File: src/sv/moving_average_filter_assert.svh
// ---------------------------------------------------------------------------
// Assertion macros for the moving average filter
// Wraps concurrent assertions so that a build can leave them out.
// ---------------------------------------------------------------------------
`ifndef MOVING_AVERAGE_FILTER_ASSERT_SVH
`define MOVING_AVERAGE_FILTER_ASSERT_SVH

`ifndef NO_ASSERTIONS

// same-cycle implication, disabled while reset is asserted
`define MAF_ASSERT_IMP(lbl, clk, rst_n, ante, cons) \
    lbl: assert property (@(posedge clk) disable iff (!rst_n) (ante) |-> (cons)) \
        else $error("moving_average_filter: assertion failed");

// next-cycle implication, disabled while reset is asserted
`define MAF_ASSERT_NXT(lbl, clk, rst_n, ante, cons) \
    lbl: assert property (@(posedge clk) disable iff (!rst_n) (ante) |=> (cons)) \
        else $error("moving_average_filter: assertion failed");

`else

`define MAF_ASSERT_IMP(lbl, clk, rst_n, ante, cons)
`define MAF_ASSERT_NXT(lbl, clk, rst_n, ante, cons)

`endif

`endif

File: src/sv/maf_ram.sv
`timescale 1ns / 1ps
`default_nettype none
// ---------------------------------------------------------------------------
// Generic RAM
// One write port, one read port with registered read data.
// ---------------------------------------------------------------------------
module maf_ram #(
    parameter int WIDTH = 8,
    parameter int DEPTH = 16
) (
    input  wire logic                     i_clk,
    input  wire logic                     i_we,
    input  wire logic [$clog2(DEPTH)-1:0] i_waddr,
    input  wire logic [WIDTH-1:0]         i_wdata,
    input  wire logic [$clog2(DEPTH)-1:0] i_raddr,
    output logic      [WIDTH-1:0]         o_rdata
);

    logic [WIDTH-1:0] r_mem [DEPTH];
    logic [WIDTH-1:0] r_rdata;

    // write and registered read
    always_ff @(posedge i_clk) begin
        if (i_we) begin
            r_mem[i_waddr] <= i_wdata;
        end
        r_rdata <= r_mem[i_raddr];
    end

    assign o_rdata = r_rdata;

endmodule : maf_ram
`default_nettype wire

File: config.mk
export PLATFORM = sky130hd
export DESIGN_NAME = maf_ram
export DESIGN_NICKNAME = d
export VERILOG_FILES = /design/src/sv/moving_average_filter_assert.svh /design/src/sv/maf_ram.sv
export SDC_FILE = /design/constraint.sdc
export NUM_CORES = 1
export LEC_CHECK = 0
export ABC_CLOCK_PERIOD_IN_PS = 2300
export BUFFER_PORTS_ARGS = -buffer_cell sky130_fd_sc_hd__buf_2
export CORE_ASPECT_RATIO = 1.25
export CORE_MARGIN = 2
export CORE_UTILIZATION = 60
export DETAILED_ROUTE_END_ITERATION = 10
export PLACE_DENSITY = 0.78
export SYNTH_ARGS = -nofsm -noshare
export SYNTH_HDL_FRONTEND = slang
export SYNTH_SLANG_ARGS = --single-unit
File: constraint.sdc
create_clock -name i_clk -period 2.3 [get_ports i_clk]
set_input_delay 0.23 -clock i_clk [delete_from_list [all_inputs] [get_ports i_clk]]
set_output_delay 0.23 -clock i_clk [all_outputs]
set_load 0.01 [all_outputs]
==> run metrics <==
Final Core Density=0.7335; CTS H-tree depth=4; vias in the first global route=2581; Cell Rows=37; Detailed Place HPWL=5.793 mm; Core Box Area=8287 µm²; pwr dens=around 950 nW/µm²; fmax=0.7388 GHz; GR Util All Layers=0.2324; status=finished, final reports clean; HP Class=in -> reg; post-layout min period=1.353 ns; Slew HR=0.5609; Antenna Nets Post-Route=0; CP Capture Type=flip-flop; setup violators final=0; setup bufs post-CTS=0; most common cell after layout, fill and taps aside=edfxtp_1; Max Cap Viol=0; Initial Util=0.6212; number of remaining DRC errors=0; Syn Nets=around 250; DR vias/cell=~6.3; largest net degree at the start of global routing=33; synth unique cells=19; Clock Pin Slew Worst Setup and Hold Paths=0.06 ns; Hold Buf Count CTS=0; Final #Nets=299; via count=2465; Max VDD drop=between 0.6 and 0.7 mV; Fin Setup TNS=0 ns; Final period util=0.5885; Cell Area, Synth=~5100 µm²; CTS-repair resized insts=0; initial antenna violation count=0; routability cong.=~0.75; buffers added on ports=25; post-route cell area=between 6000 and 7000 µm²; delay-heaviest family, CP=multiplexers; chip height=107.6 µm; Hold Fails Final Rpt=0; CTS buffer count=17; CP Max Fanout=1; startpoint types=flip-flop; Worst Path Arrival=1.76 ns; register area share after synthesis=0.7778; syn avg cell area=between 20 and 25 µm²; Die Footprint=9341 µm²; P&R area growth vs syn=18.08%; CTS max path bufs=2; Critical Path Max Stage Delay=0.47 ns; CP cell instances=mux4_2, a22oi_1, nand2_1; crit path launch=r_mem[3][7]; layout cells sized above 1=0.3129; CTS Root Cell=clkbuf_8; Seq cells post-synth=136; Diodes inserted=0; HP Start=i_wdata[4]; leak pwr=2.090 nW; fill count=470; worst setup path category=reg -> reg; synth warn=0; die width=a little under 90 µm; RSZ-0062 raised after global routing=false; CP Buf/Inv Count=0; Critical Path RT=between 2 and 3 ns; CTS tree=yes; worst reg2reg path startpoint=r_mem[3][7]; most frequent cells in the layout=edfxtp_1, buf_2, mux4_2; cells after synthesis=229; DRT Pass-1 Iters=4; Ports=26; first-pass GRT wire length=around 15 mm; clock latency on the worst-skew pair=0.53 ns; worst-margin pin slew=between 0.6 and 0.7 ns; max-slew violations=0; First DRT Iteration DRCs=196; Critical-path top delay cell=mux4_2; Final Skew=slightly above 0.009 ns; dpl cell area=5468 µm²; Remaining Overflow, GRT=0; clock sink count=between 100 and 150; Routed WL=9.388 mm; wire per inst=24.01 µm
[cell usage after synthesis (all sizes together)]
cell           number  share of area
nor2b               1         0.0012
and2b               1         0.0015
dfxtp               8          0.031
nand2               9         0.0066
nand3               1        0.00097
and2                1         0.0012
nor3                4         0.0039
nor2               13         0.0095
nand3b              2         0.0029
nand2b              2         0.0024
or3b                1         0.0017
a22oi              16          0.023
edfxtp            128           0.75
clkdlybuf4s25       3         0.0058
buf                 7          0.011
mux4               32           0.15
[worst reg2reg max path: stages, from the launching register on]
cell      delay [ns]
edfxtp_1        0.37
mux4_2          0.47
a22oi_1         0.30
nand2_1         0.10
[final timing paths]
path / cells after the start / slack (ns) / to
setup / recovery: 3 / 0.95 / o_rdata[7]
hold / removal: 1 / 0.09 / r_mem[7][4]
setup reg to reg: 3 / 0.95 / o_rdata[7]
hold reg to reg: 3 / 0.67 / o_rdata[1]
[layout make-up]
cell class              count  area, µm²  area share
flip-flops and latches    136       4004      0.6587
multi-input cells          83       1057      0.1739
clock buffers              20      435.4     0.07163
repair buffers             43      285.3     0.04693
clock inverters            12      175.2     0.02882
well taps                  97      121.4     0.01997
[power breakdown]
| group | internal, W | total (W) | switching [W] |
|---|---|---|---|
| logic | 0.000110 | 0.000257 | 0.000147 |
| clock network | 0.00178 | 0.00273 | 0.000945 |
| registers | 0.00277 | 0.00279 | 0.0000162 |
[flip-flops by register name, summed over array words and instances (netlist names)]
name	cells
r_mem	128
o_rdata	8
[kinds of logic after synthesis]
family	share of synthesized area
compound gates	0.02334
buf+inv	0.01677
flops	0.7778
mux	0.1502
simple gates	0.03184
[routing by layer]
layer  global-route usage  wire, µm  vias up
li1                     -         -     1074
met1               0.3126      3761     1273
met2               0.3566      4868      103
met3              0.07669       566       15
met4              0.09040       191        0
met5                    0         0        -
[stage by stage]
step / std cells / hold WS (ns) / worst slack [ns] / power, W
after floorplan: 229 / 0.3289 / 0.5771 / 0.002983
after global placement: 359 / 0.6215 / 0.6132 / 0.003089
after detailed placement: 359 / 0.6289 / 0.5666 / 0.003098
after CTS: 391 / 0.07796 / 0.9289 / 0.005810
after global routing: 391 / 0.08144 / 0.8462 / 0.005949
final: 391 / 0.09429 / 0.9465 / 0.005774
No activity file was read; power rests on OpenSTA's default activity.
