## config.mk

```make
export PLATFORM = sky130hd
export DESIGN_NAME = maf_div
export DESIGN_NICKNAME = d
export VERILOG_FILES = /design/src/sv/maf_pkg.sv /design/src/sv/maf_div.sv
export VERILOG_INCLUDE_DIRS = /design/src /design/src/sv
export SDC_FILE = /design/constraint.sdc
export NUM_CORES = 1
export LEC_CHECK = 0
export ABC_AREA = 1
export BUFFER_PORTS_ARGS = -buffer_cell sky130_fd_sc_hd__buf_2
export CORE_MARGIN = 2
export CORE_UTILIZATION = 50
export DETAILED_ROUTE_END_ITERATION = 10
export GPL_ROUTABILITY_DRIVEN = 0
export PLACE_DENSITY = 0.73
export SLEW_MARGIN = 20
export SYNTH_ARGS = -nofsm -noshare
export SYNTH_HDL_FRONTEND = slang
export SYNTH_SLANG_ARGS = --single-unit
```

## constraint.sdc

```tcl
create_clock -name i_clk -period 3 [get_ports i_clk]
set_input_delay 0.3 -clock i_clk [delete_from_list [all_inputs] [get_ports i_clk]]
set_output_delay 0.3 -clock i_clk [all_outputs]
set_load 0.05 [all_outputs]
```

## src/sv/moving_average_filter_assert.svh

```systemverilog
// ---------------------------------------------------------------------------
// Assertion macros for the moving average filter
// Wraps concurrent assertions so that a build can leave them out.
// ---------------------------------------------------------------------------
`ifndef MOVING_AVERAGE_FILTER_ASSERT_SVH
`define MOVING_AVERAGE_FILTER_ASSERT_SVH

`ifndef NO_ASSERTIONS

// same-cycle implication, disabled while reset is asserted
`define MAF_ASSERT_IMP(lbl, clk, rst_n, ante, cons) \
    lbl: assert property (@(posedge clk) disable iff (!rst_n) (ante) |-> (cons)) \
        else $error("moving_average_filter: assertion failed");

// next-cycle implication, disabled while reset is asserted
`define MAF_ASSERT_NXT(lbl, clk, rst_n, ante, cons) \
    lbl: assert property (@(posedge clk) disable iff (!rst_n) (ante) |=> (cons)) \
        else $error("moving_average_filter: assertion failed");

`else

`define MAF_ASSERT_IMP(lbl, clk, rst_n, ante, cons)
`define MAF_ASSERT_NXT(lbl, clk, rst_n, ante, cons)

`endif

`endif

```

## src/sv/maf_pkg.sv

```systemverilog
`timescale 1ns / 1ps
`default_nettype none
// ---------------------------------------------------------------------------
// Moving average filter package
// Widths, register map, reset values and state type shared by the RTL.
// ---------------------------------------------------------------------------
package maf_pkg;

    // history depth and sample width
    localparam int MAX_WINDOW  = 64;
    localparam int SAMPLE_BITS = 12;

    // derived widths
    localparam int SLOT_BITS  = $clog2(MAX_WINDOW);
    localparam int EFF_BITS   = $clog2(MAX_WINDOW + 1);
    localparam int TOTAL_BITS = SAMPLE_BITS + SLOT_BITS;
    localparam int REM_BITS   = $clog2(MAX_WINDOW);
    localparam int CNT_BITS   = $clog2(TOTAL_BITS + 1);

    // configuration register fields and average width
    localparam int WLEN_BITS = 7;
    localparam int MAXD_BITS = 12;
    localparam int AVG_BITS  = 12;

    // APB register map
    localparam int ADDR_BITS = 3;
    localparam int DATA_BITS = 32;

    typedef enum logic [0:0] {
        REG_WINDOW_LENGTH = 1'b0,
        REG_MAX_DISTANCE  = 1'b1
    } t_reg_idx;

    localparam logic [WLEN_BITS-1:0] WLEN_RESET = WLEN_BITS'(8);
    localparam logic [MAXD_BITS-1:0] MAXD_RESET = MAXD_BITS'(400);

    // control sequencer
    typedef enum logic [2:0] {
        ST_PRELOAD,
        ST_IDLE,
        ST_UPDATE,
        ST_DIV,
        ST_DONE
    } t_state;

endpackage : maf_pkg
`default_nettype wire

```

## src/sv/maf_div.sv

```systemverilog
`timescale 1ns / 1ps
`default_nettype none
// ---------------------------------------------------------------------------
// Bit-serial divider
// Restoring division, one quotient bit per cycle, dividend shifted out MSB
// first while quotient bits shift in at the bottom of the same register.
// ---------------------------------------------------------------------------
`include "moving_average_filter_assert.svh"

module maf_div import maf_pkg::*; (
    input  wire logic                  i_clk,
    input  wire logic                  i_rst_n,
    input  wire logic                  i_start,
    input  wire logic [TOTAL_BITS-1:0] i_dividend,
    input  wire logic [EFF_BITS-1:0]   i_divisor,
    output logic                       o_done,
    output logic      [TOTAL_BITS-1:0] o_quotient
);

    localparam logic [CNT_BITS-1:0] LAST_STEP = CNT_BITS'(TOTAL_BITS - 1);

    logic                  r_busy;
    logic                  r_done;
    logic [CNT_BITS-1:0]   r_cnt;
    logic [TOTAL_BITS-1:0] r_quo;
    logic [REM_BITS-1:0]   r_rem;
    logic [EFF_BITS-1:0]   r_dvs;

    logic [REM_BITS:0]     trial;
    logic                  fits;
    logic [REM_BITS:0]     diff;
    logic                  last_step;

    // one restoring step: bring down the next dividend bit and try a subtract
    always_comb begin
        trial = {r_rem, r_quo[TOTAL_BITS-1]};
        fits  = (trial >= (REM_BITS + 1)'(r_dvs));
        diff  = trial - (REM_BITS + 1)'(r_dvs);
    end

    // final quotient bit this cycle
    assign last_step = r_busy && (r_cnt == LAST_STEP);

    // control: busy flag, step counter and done pulse
    always_ff @(posedge i_clk) begin
        if (!i_rst_n) begin
            r_busy <= 1'b0;
            r_done <= 1'b0;
            r_cnt  <= '0;
        end else begin
            r_done <= 1'b0;
            if (i_start) begin
                r_busy <= 1'b1;
                r_cnt  <= '0;
            end else if (r_busy) begin
                r_cnt <= r_cnt + 1'b1;
                if (last_step) begin
                    r_busy <= 1'b0;
                    r_done <= 1'b1;
                end
            end
        end
    end

    // datapath: shift quotient in, keep the partial remainder
    always_ff @(posedge i_clk) begin
        if (i_start) begin
            r_quo <= i_dividend;
            r_rem <= '0;
            r_dvs <= i_divisor;
        end else if (r_busy) begin
            r_quo <= {r_quo[TOTAL_BITS-2:0], fits};
            r_rem <= fits ? diff[REM_BITS-1:0] : trial[REM_BITS-1:0];
        end
    end

    assign o_done     = r_done;
    assign o_quotient = r_quo;

    `MAF_ASSERT_IMP(a_start_when_free, i_clk, i_rst_n, i_start, !r_busy)
    `MAF_ASSERT_NXT(a_done_after_last, i_clk, i_rst_n, last_step && !i_start, o_done)
    `MAF_ASSERT_IMP(a_quotient_fits, i_clk, i_rst_n, o_done, (o_quotient >> AVG_BITS) == '0)

endmodule : maf_div
`default_nettype wire

```

==> results.toml, run 1 <==
[layout]
antennaDiodeCount = 0
drive_gt1_frac = 0.259
final_nets = 312
fill_cells = 317
area_growth_pct = 21.2

[clock_tree]
htree_levels = 2
cts_resized = 0
post_cts_buffers = 0
worstSkewPairLatency_ns = 0.30
ctsHoldBuffers = 0
clkSlewWorstSetupHoldPaths_ns = 0.08
clk_root_buffer_cell = "clkbuf_8"
ctsLongestPathBuffers = 2
numCtsBuffers = 5
clock_sinks = 38
cts_tree = "built"

[sta]
whs_ns = 0.174
hold_viol = 0
finalSetupViolCount = 0
fmax_mhz = 585
tightest_slew_ns = 0.708
relSlewSlack = 0.528
postLayoutSetupSlackWorst_ns = 1.29
finalCritPeriodShare = 0.570
grt_setup_unrepaired = "false"
clock_skew_ns = 0.00882
period_minus_slack_ns = 1.71
tns_ns = 0
drv_slew = 0

[synthesis]
synth_top_family_by_area = "simple AND/OR/NAND/NOR gates"
synthCells = 223
synth_warnings = 0
ys_seq_area_frac = 0.514
synth_cell_types = 27
synth_compound_area_frac = 0.0242
syn_avg_cell_area_um2 = 8.83
synth.cell_area_mm2 = 0.00197
yosysMostFrequentCell = "nand2_1"
syn_nets = 262
synth_top_area_share = 0.381
ys.flop_type = "edfxtp_1"
ys_ff_latch = 38
synth_xor_area_frac = 0.00890
synth_mux_area_frac = 0
synth_top_area_cell = "edfxtp_1"
synth_common_cells = "nand2_1 (88), inv_1 (28), edfxtp_1 (25), dfxtp_1 (13), ha_1 (10)"
synthSimpleGateAreaFrac = 0.311
synthAdderAreaFrac = 0.0737
ys_async_sr_fraction = 0
synth_edf_count = 25
synth_area_leaders = "edfxtp_1 (38%), nand2_1 (17%), dfxtp_1 (13%)"

[placed_design]
hpwl_um = 2860
port_buffers = 46
post-place-ws_ns = 1.30

[worst_setup_path]
end_kind = "register"
critPathArrivalTime_ns = 1.90
crit_required_ns = 3.19
cp_max_fo = 3
crit_type = "reg2reg"
startpoint_type = "register"

[floorplan]
start_util = 0.530
die_area_mm2 = 0.00445
fp.dieH_um = 66.7
num_rows = 22
die_x_um = 66.7
core_mm2 = 0.00372
num_io_pins = 47

[min_path]
hold_path.class = "in2reg"

[global_routing]
antenna_found_initial = 0
grt_pass1_wl_um = 6470
grtUsageTotal = 0.199
grt_overflow = 0
grt_pass1_vias = 1475
grt_max_degree = 29

[drt]
wire_per_inst_um = 12.4
drt-total-wl_um = 3980
drc_errors = 0
detail_route.first_pass.iterations = 4
drt-initial-drc-count = 107
postRouteAntennaNets = 0
vias = 1591
vias_per_cell = 4.94

[job]
maxCapViolCount = 0

[power_and_ir_drop]
vdd_drop_max_uv = 375
power_per_cell_area_mw_per_mm2 = 590
p_leak_nw = 1.18

[status]
outcome = "completed"
## area by class of cell
class                           count  area (um^2)  share of cell area
Sequential cell                    38         1010               0.424
Multi-Input combinational cell    150          822               0.345
Timing Repair Buffer               47          238              0.0997
Inverter                           31          116              0.0488
Clock buffer                        5         68.8              0.0289
Clock inverter                      3         68.8              0.0289
Tap cell                           48         60.1              0.0252
## final timing paths
path	end	cells after the start	from	slack (ns)
max	r_rem[4]$_SDFFE_PP0P_	8	o_quotient[17]$_DFFE_PP_	1.29
min	r_dvs[0]$_DFFE_PP_	1	i_divisor[0]	0.17
max reg2reg	r_rem[4]$_SDFFE_PP0P_	8	o_quotient[17]$_DFFE_PP_	1.29
min reg2reg	r_rem[5]$_SDFFE_PP0P_	2	r_rem[5]$_SDFFE_PP0P_	0.46
## through the flow
stage	instance area [um^2]	power, W	std cells	utilization
global route	2380	0.00147	322	0.642
finish	2380	0.00141	322	0.642
CTS	2380	0.00142	322	0.642
floorplan	1970	0.000830	223	-
detailed placement	2250	0.000900	314	0.605
global placement	2250	0.000895	314	0.605
## power breakdown
group          internal (W)  switching (W)
Clock              0.000333       0.000187
Combinational     0.0000729       0.000190
Sequential         0.000603      0.0000211
## cell families after synthesis
| logic type | count (synthesis) |
|---|---|
| simple gates | 131 |
| flops | 38 |
| xor+xnor | 2 |
| fa+ha+maj | 11 |
| buf+inv | 35 |
| compound gates | 6 |
## worst max-delay path: stages (launching register included)
cell	delay, ns
edfxtp_1	0.35
inv_1	0.07
ha_1	0.21
fa_1	0.39
or2_1	0.26
nand4_1	0.09
nand3_2	0.09
nand3_1	0.09
nand2_1	0.05
## cells in the final DEF (no fill, tap or decap), types with 2 or more instances in the layout
master     instances
nand2_1           88
nand3_2            3
buf_2             46
nand3_4            2
nor2_1             4
inv_2              3
or2_1              2
nor2_2             3
nand3_1            9
xor2_1             2
nand2_2            3
ha_1              10
nor3_1             5
nand4_1            9
clkbuf_8           5
dfxtp_1           13
bufinv_16          2
inv_1             28
a21oi_1            2
edfxtp_1          25
## metal layers
metal,global-route usage,routed length (um)
met1,0.251,1820
met3,0.0574,201
met2,0.326,1930
met5,0,0
met4,0.0689,38
## flip-flops by register name (all words and copies together), names as in the netlist
name / cells
o_done: 1
r_rem: 6
r_busy: 1
r_cnt: 5
o_quotient: 18
r_dvs: 7
(Power assumes the default switching activity.)
==> run 2, diff against run 1 <==
==> constraint.sdc (replaced) <==
create_clock -name i_clk -period 1.79 [get_ports i_clk]
set_input_delay 0.179 -clock i_clk [delete_from_list [all_inputs] [get_ports i_clk]]
set_output_delay 0.179 -clock i_clk [all_outputs]
set_load 0.05 [all_outputs]
==> results.toml, run 2 (synthesized netlist as in run 1, its figures left out) <==
[status]
outcome = "completed"

[layout]
final_nets = 316
final_common_cell = "nand2_1"
area_growth_pct = 23.5
final_cell_mix = "nand2_1 (88), buf_2 (46), inv_1 (27), edfxtp_1 (25), dfxtp_1 (13)"
drive_gt1_frac = 0.281
antennaDiodeCount = 0
stdcell_count = 326
largest_register_ff_count = 18

[clock_tree]
worstSkewPairLatency_ns = 0.29
htree_levels = 2
clk_root_buffer_cell = "clkbuf_8"
clock_sinks = 38
cts_tree = "built"
ctsLongestPathBuffers = 2
numCtsBuffers = 5
clkSlewWorstSetupHoldPaths_ns = 0.08
ctsHoldBuffers = 0

[drt]
vias = 1579
wire_per_inst_um = 12.0
detail_route.first_pass.iterations = 4
drt-total-wl_um = 3920
postRouteAntennaNets = 0
drc_errors = 0
vias_per_cell = 4.84
drt-initial-drc-count = 75

[worst_setup_path]
crit_start = "r_dvs[4]$_DFFE_PP_"
path_common_cell = "nand2_1"
critPathArrivalTime_ns = 1.71
crit_type = "reg2reg"
cpMaxStageDelayCell = "ha_1"
startpoint_type = "register"
r2r-start = "r_dvs[4]$_DFFE_PP_"
slowest_delay_ns = 0.34
cp_max_fo = 7
crit_required_ns = 1.85
end_kind = "register"
cp_cell_sequence = "inv_1 > ha_1 > nand2_1 > nand2_1 > a21oi_4 > nand3_4 > nand2_1 > nand2_1"

[global_routing]
grt_pass1_wl_um = 6530
grt_max_degree = 22
grt_overflow = 0
antenna_found_initial = 0
grtUsageTotal = 0.198
grt_pass1_vias = 1493

[floorplan]
core_mm2 = 0.00372
die_x_um = 66.7
start_util = 0.530
fp.dieH_um = 66.7
num_io_pins = 47
num_rows = 22
die_area_mm2 = 0.00445

[sta]
clock_skew_ns = 0.00879
fmax_mhz = 603
hold_viol = 0
grt_setup_unrepaired = "false"
finalCritPeriodShare = 0.926
finalSetupViolCount = 0
tightest_slew_ns = 0.309
drv_slew = 0
relSlewSlack = 0.794
whs_ns = 0.0564
period_minus_slack_ns = 1.66

[power_and_ir_drop]
power_per_cell_area_mw_per_mm2 = 971
vdd_drop_max_uv = 708
p_leak_nw = 1.20

[min_path]
hold_path.class = "in2reg"
min_from = "i_divisor[1]"

[placed_design]
hpwl_um = 2900
post-place-cells = 316
port_buffers = 46

[job]
maxCapViolCount = 0
## run 2: cell type report
| type | instances | area, um^2 |
|---|---|---|
| clock buffer | 5 | 68.8 |
| clock inverter | 3 | 68.8 |
| fill | 309 | 1290 |
| inverter | 31 | 116 |
| multi-input combinational | 150 | 837 |
| sequential | 38 | 1010 |
| tap | 48 | 60.1 |
| timing repair buffer | 51 | 268 |
## run 2: path summary, 6_finish.rpt
kind | to | slack (ns) | cells after the start
max | o_quotient[0]$_DFFE_PP_ | 0.13 | 8
min | r_dvs[1]$_DFFE_PP_ | 0.06 | 1
max reg2reg | o_quotient[0]$_DFFE_PP_ | 0.13 | 8
min reg2reg | r_rem[5]$_SDFFE_PP0P_ | 0.46 | 2
## run 2: critical path: cells and delay by family, from the launching register on
family	cells	cell delay [ns]
buffers and inverters	1	0.04
AOI/OAI and AO/OA	1	0.24
DFF	1	0.32
adders and majority gates	1	0.34
and+or+nand+nor	5	0.50
## run 2: timing repair
action,4_1_cts,5_1_grt
buffers inserted,0,2
gates resized for setup,0,0
setup endpoints to repair,0,1
## run 2: power breakdown
part           switching (W)  leakage, nW  internal (W)  total (W)
Combinational       0.000319        0.773      0.000129   0.000448
Clock               0.000306       0.0683      0.000558   0.000864
Sequential         0.0000367        0.359       0.00101    0.00105
Total               0.000661         1.20       0.00170    0.00236
## run 2: per-stage QoR
stage | setup WS [ns] | total power (W) | setup TNS, ns | cell area, um^2 | utilization
6_report | 0.133 | 0.00236 | 0 | 2430 | 0.654
5_1_grt | 0.00556 | 0.00246 | 0 | 2430 | 0.654
4_1_cts | 0.102 | 0.00237 | 0 | 2410 | 0.650
3_5_place_dp | 0.0897 | 0.00152 | 0 | 2280 | 0.613
3_3_place_gp | 0.179 | 0.00151 | 0 | 2280 | 0.613
2_1_floorplan | -0.0466 | 0.00139 | -0.0466 | 1980 | -
## run 2: metal layers
| layer | GRT usage | routed length [um] | vias up |
|---|---|---|---|
| met5 | 0 | 0 | - |
| met4 | 0.0765 | 55 | 0 |
| met3 | 0.0456 | 155 | 8 |
| met2 | 0.328 | 1880 | 31 |
| met1 | 0.251 | 1830 | 709 |
| li1 | - | - | 831 |
==> run 3, diff against run 2 <==
==> constraint.sdc (replaced) <==
create_clock -name i_clk -period 1.79 [get_ports i_clk]
set_input_delay 0.179 -clock i_clk [delete_from_list [all_inputs] [get_ports i_clk]]
set_output_delay 0.179 -clock i_clk [all_outputs]
set_load 0.02 [all_outputs]
==> results.toml, run 3 (synthesized netlist as in run 1, its figures left out) <==
[floorplan]
die_area_mm2 = 0.00445
num_io_pins = 47
num_rows = 22
die_x_um = 66.7
core_mm2 = 0.00372
fp.dieH_um = 66.7
start_util = 0.530

[layout]
area_growth_pct = 22.4
fill_cells = 319
drive_gt1_frac = 0.271
antennaDiodeCount = 0
largest_register_ff_count = 18
seqCellArea_mm2 = 0.00101
final_cell_mix = "nand2_1 (88), buf_2 (46), inv_1 (28), edfxtp_1 (25), dfxtp_1 (13)"
final_common_cell = "nand2_1"
final_util = 0.648
multiInputGateArea_um2 = 825
final_nets = 315

[sta]
finalSetupViolCount = 0
fmax_mhz = 600
hold_viol = 0
clock_skew_ns = 0.0116
grt_setup_unrepaired = "false"
tightest_slew_ns = 0.314
period_minus_slack_ns = 1.67
relSlewSlack = 0.790
tns_ns = 0
drv_slew = 0
finalCritPeriodShare = 0.930
postLayoutSetupSlackWorst_ns = 0.125

[clock_tree]
numCtsBuffers = 5
worstSkewPairLatency_ns = 0.29
ctsHoldBuffers = 0
htree_levels = 2
cts_resized = 0
post_cts_buffers = 0
cts_tree = "built"
clkSlewWorstSetupHoldPaths_ns = 0.08
clock_sinks = 38
clk_root_buffer_cell = "clkbuf_8"
ctsLongestPathBuffers = 2

[power_and_ir_drop]
power_per_cell_area_mw_per_mm2 = 938
vdd_drop_max_uv = 788
p_leak_nw = 1.20

[worst_setup_path]
crit_type = "reg2reg"
crit_required_ns = 1.99
end_kind = "register"
r2r-start = "o_quotient[17]$_DFFE_PP_"
startpoint_type = "register"
crit_start = "o_quotient[17]$_DFFE_PP_"
cp_max_fo = 3
critPathArrivalTime_ns = 1.86

[status]
outcome = "completed"

[min_path]
min_from = "i_divisor[5]"
hold_path.class = "in2reg"

[placed_design]
hpwl_um = 2850
post-place-ws_ns = 0.120
port_buffers = 46

[global_routing]
grt_max_degree = 20
grt_pass1_vias = 1498
grtUsageTotal = 0.198
grt_pass1_wl_um = 6580
grt_overflow = 0
antenna_found_initial = 0

[drt]
drt-total-wl_um = 3850
detail_route.first_pass.iterations = 4
drt-initial-drc-count = 90
postRouteAntennaNets = 0
wire_per_inst_um = 11.8
drc_errors = 0
vias = 1578
vias_per_cell = 4.86

[job]
maxCapViolCount = 0
==> run 3: cell count changes in the layout (fill, tap and decap cells not counted), sizes merged <==
cell | previous run | this run
buf | 51 | 50
==> run 3: per-stage QoR <==
stage / hold WS [ns] / instance area, um^2 / instances / power (W)
finish: 0.0553 / 2410 / 325 / 0.00226
detailed placement: 0.357 / 2270 / 317 / 0.00141
global route: 0.0440 / 2410 / 325 / 0.00237
CTS: 0.0494 / 2410 / 325 / 0.00228
global placement: 0.355 / 2270 / 317 / 0.00141
floorplan: 0.278 / 1970 / 223 / 0.00130
==> run 3: path summary, 6_finish.rpt <==
path	endpoint	slack, ns	cells after the start
worst max-delay path	r_rem[4]$_SDFFE_PP0P_	0.12	8
worst min-delay path	r_dvs[5]$_DFFE_PP_	0.06	1
worst max register to register	r_rem[4]$_SDFFE_PP0P_	0.12	8
worst min register to register	r_rem[5]$_SDFFE_PP0P_	0.47	2
==> run 3: cell type report <==
class,instances,share of cell area
Clock inverter,3,0.0286
Inverter,31,0.0483
Tap cell,48,0.0249
Sequential cell,38,0.420
Multi-Input combinational cell,150,0.342
Clock buffer,5,0.0286
Timing Repair Buffer,50,0.108
==> run 3: worst max-delay path, stage by stage (launching register included) <==
cell and delay [ns]:
edfxtp_1 0.36, inv_1 0.08, ha_1 0.21, fa_2 0.35, or2_1 0.26, nand4_1 0.11, nand3_2 0.08, nand3_1 0.07
nand2_1 0.05
==> run 3: where the power goes <==
group	switching (W)	total [W]	leakage, nW	internal, W
sequential	0.0000335	0.00104	0.359	0.00101
combinational	0.000224	0.000352	0.770	0.000127
clock	0.000307	0.000865	0.0683	0.000558
total	0.000565	0.00226	1.20	0.00170
==> run 3: routing by layer <==
layer / wire length, um / GRT usage / up-vias
li1: - / - / 826
met1: 1730 / 0.248 / 710
met2: 1930 / 0.335 / 40
met3: 165 / 0.0541 / 2
met4: 20 / 0.0536 / 0
met5: 0 / 0 / -
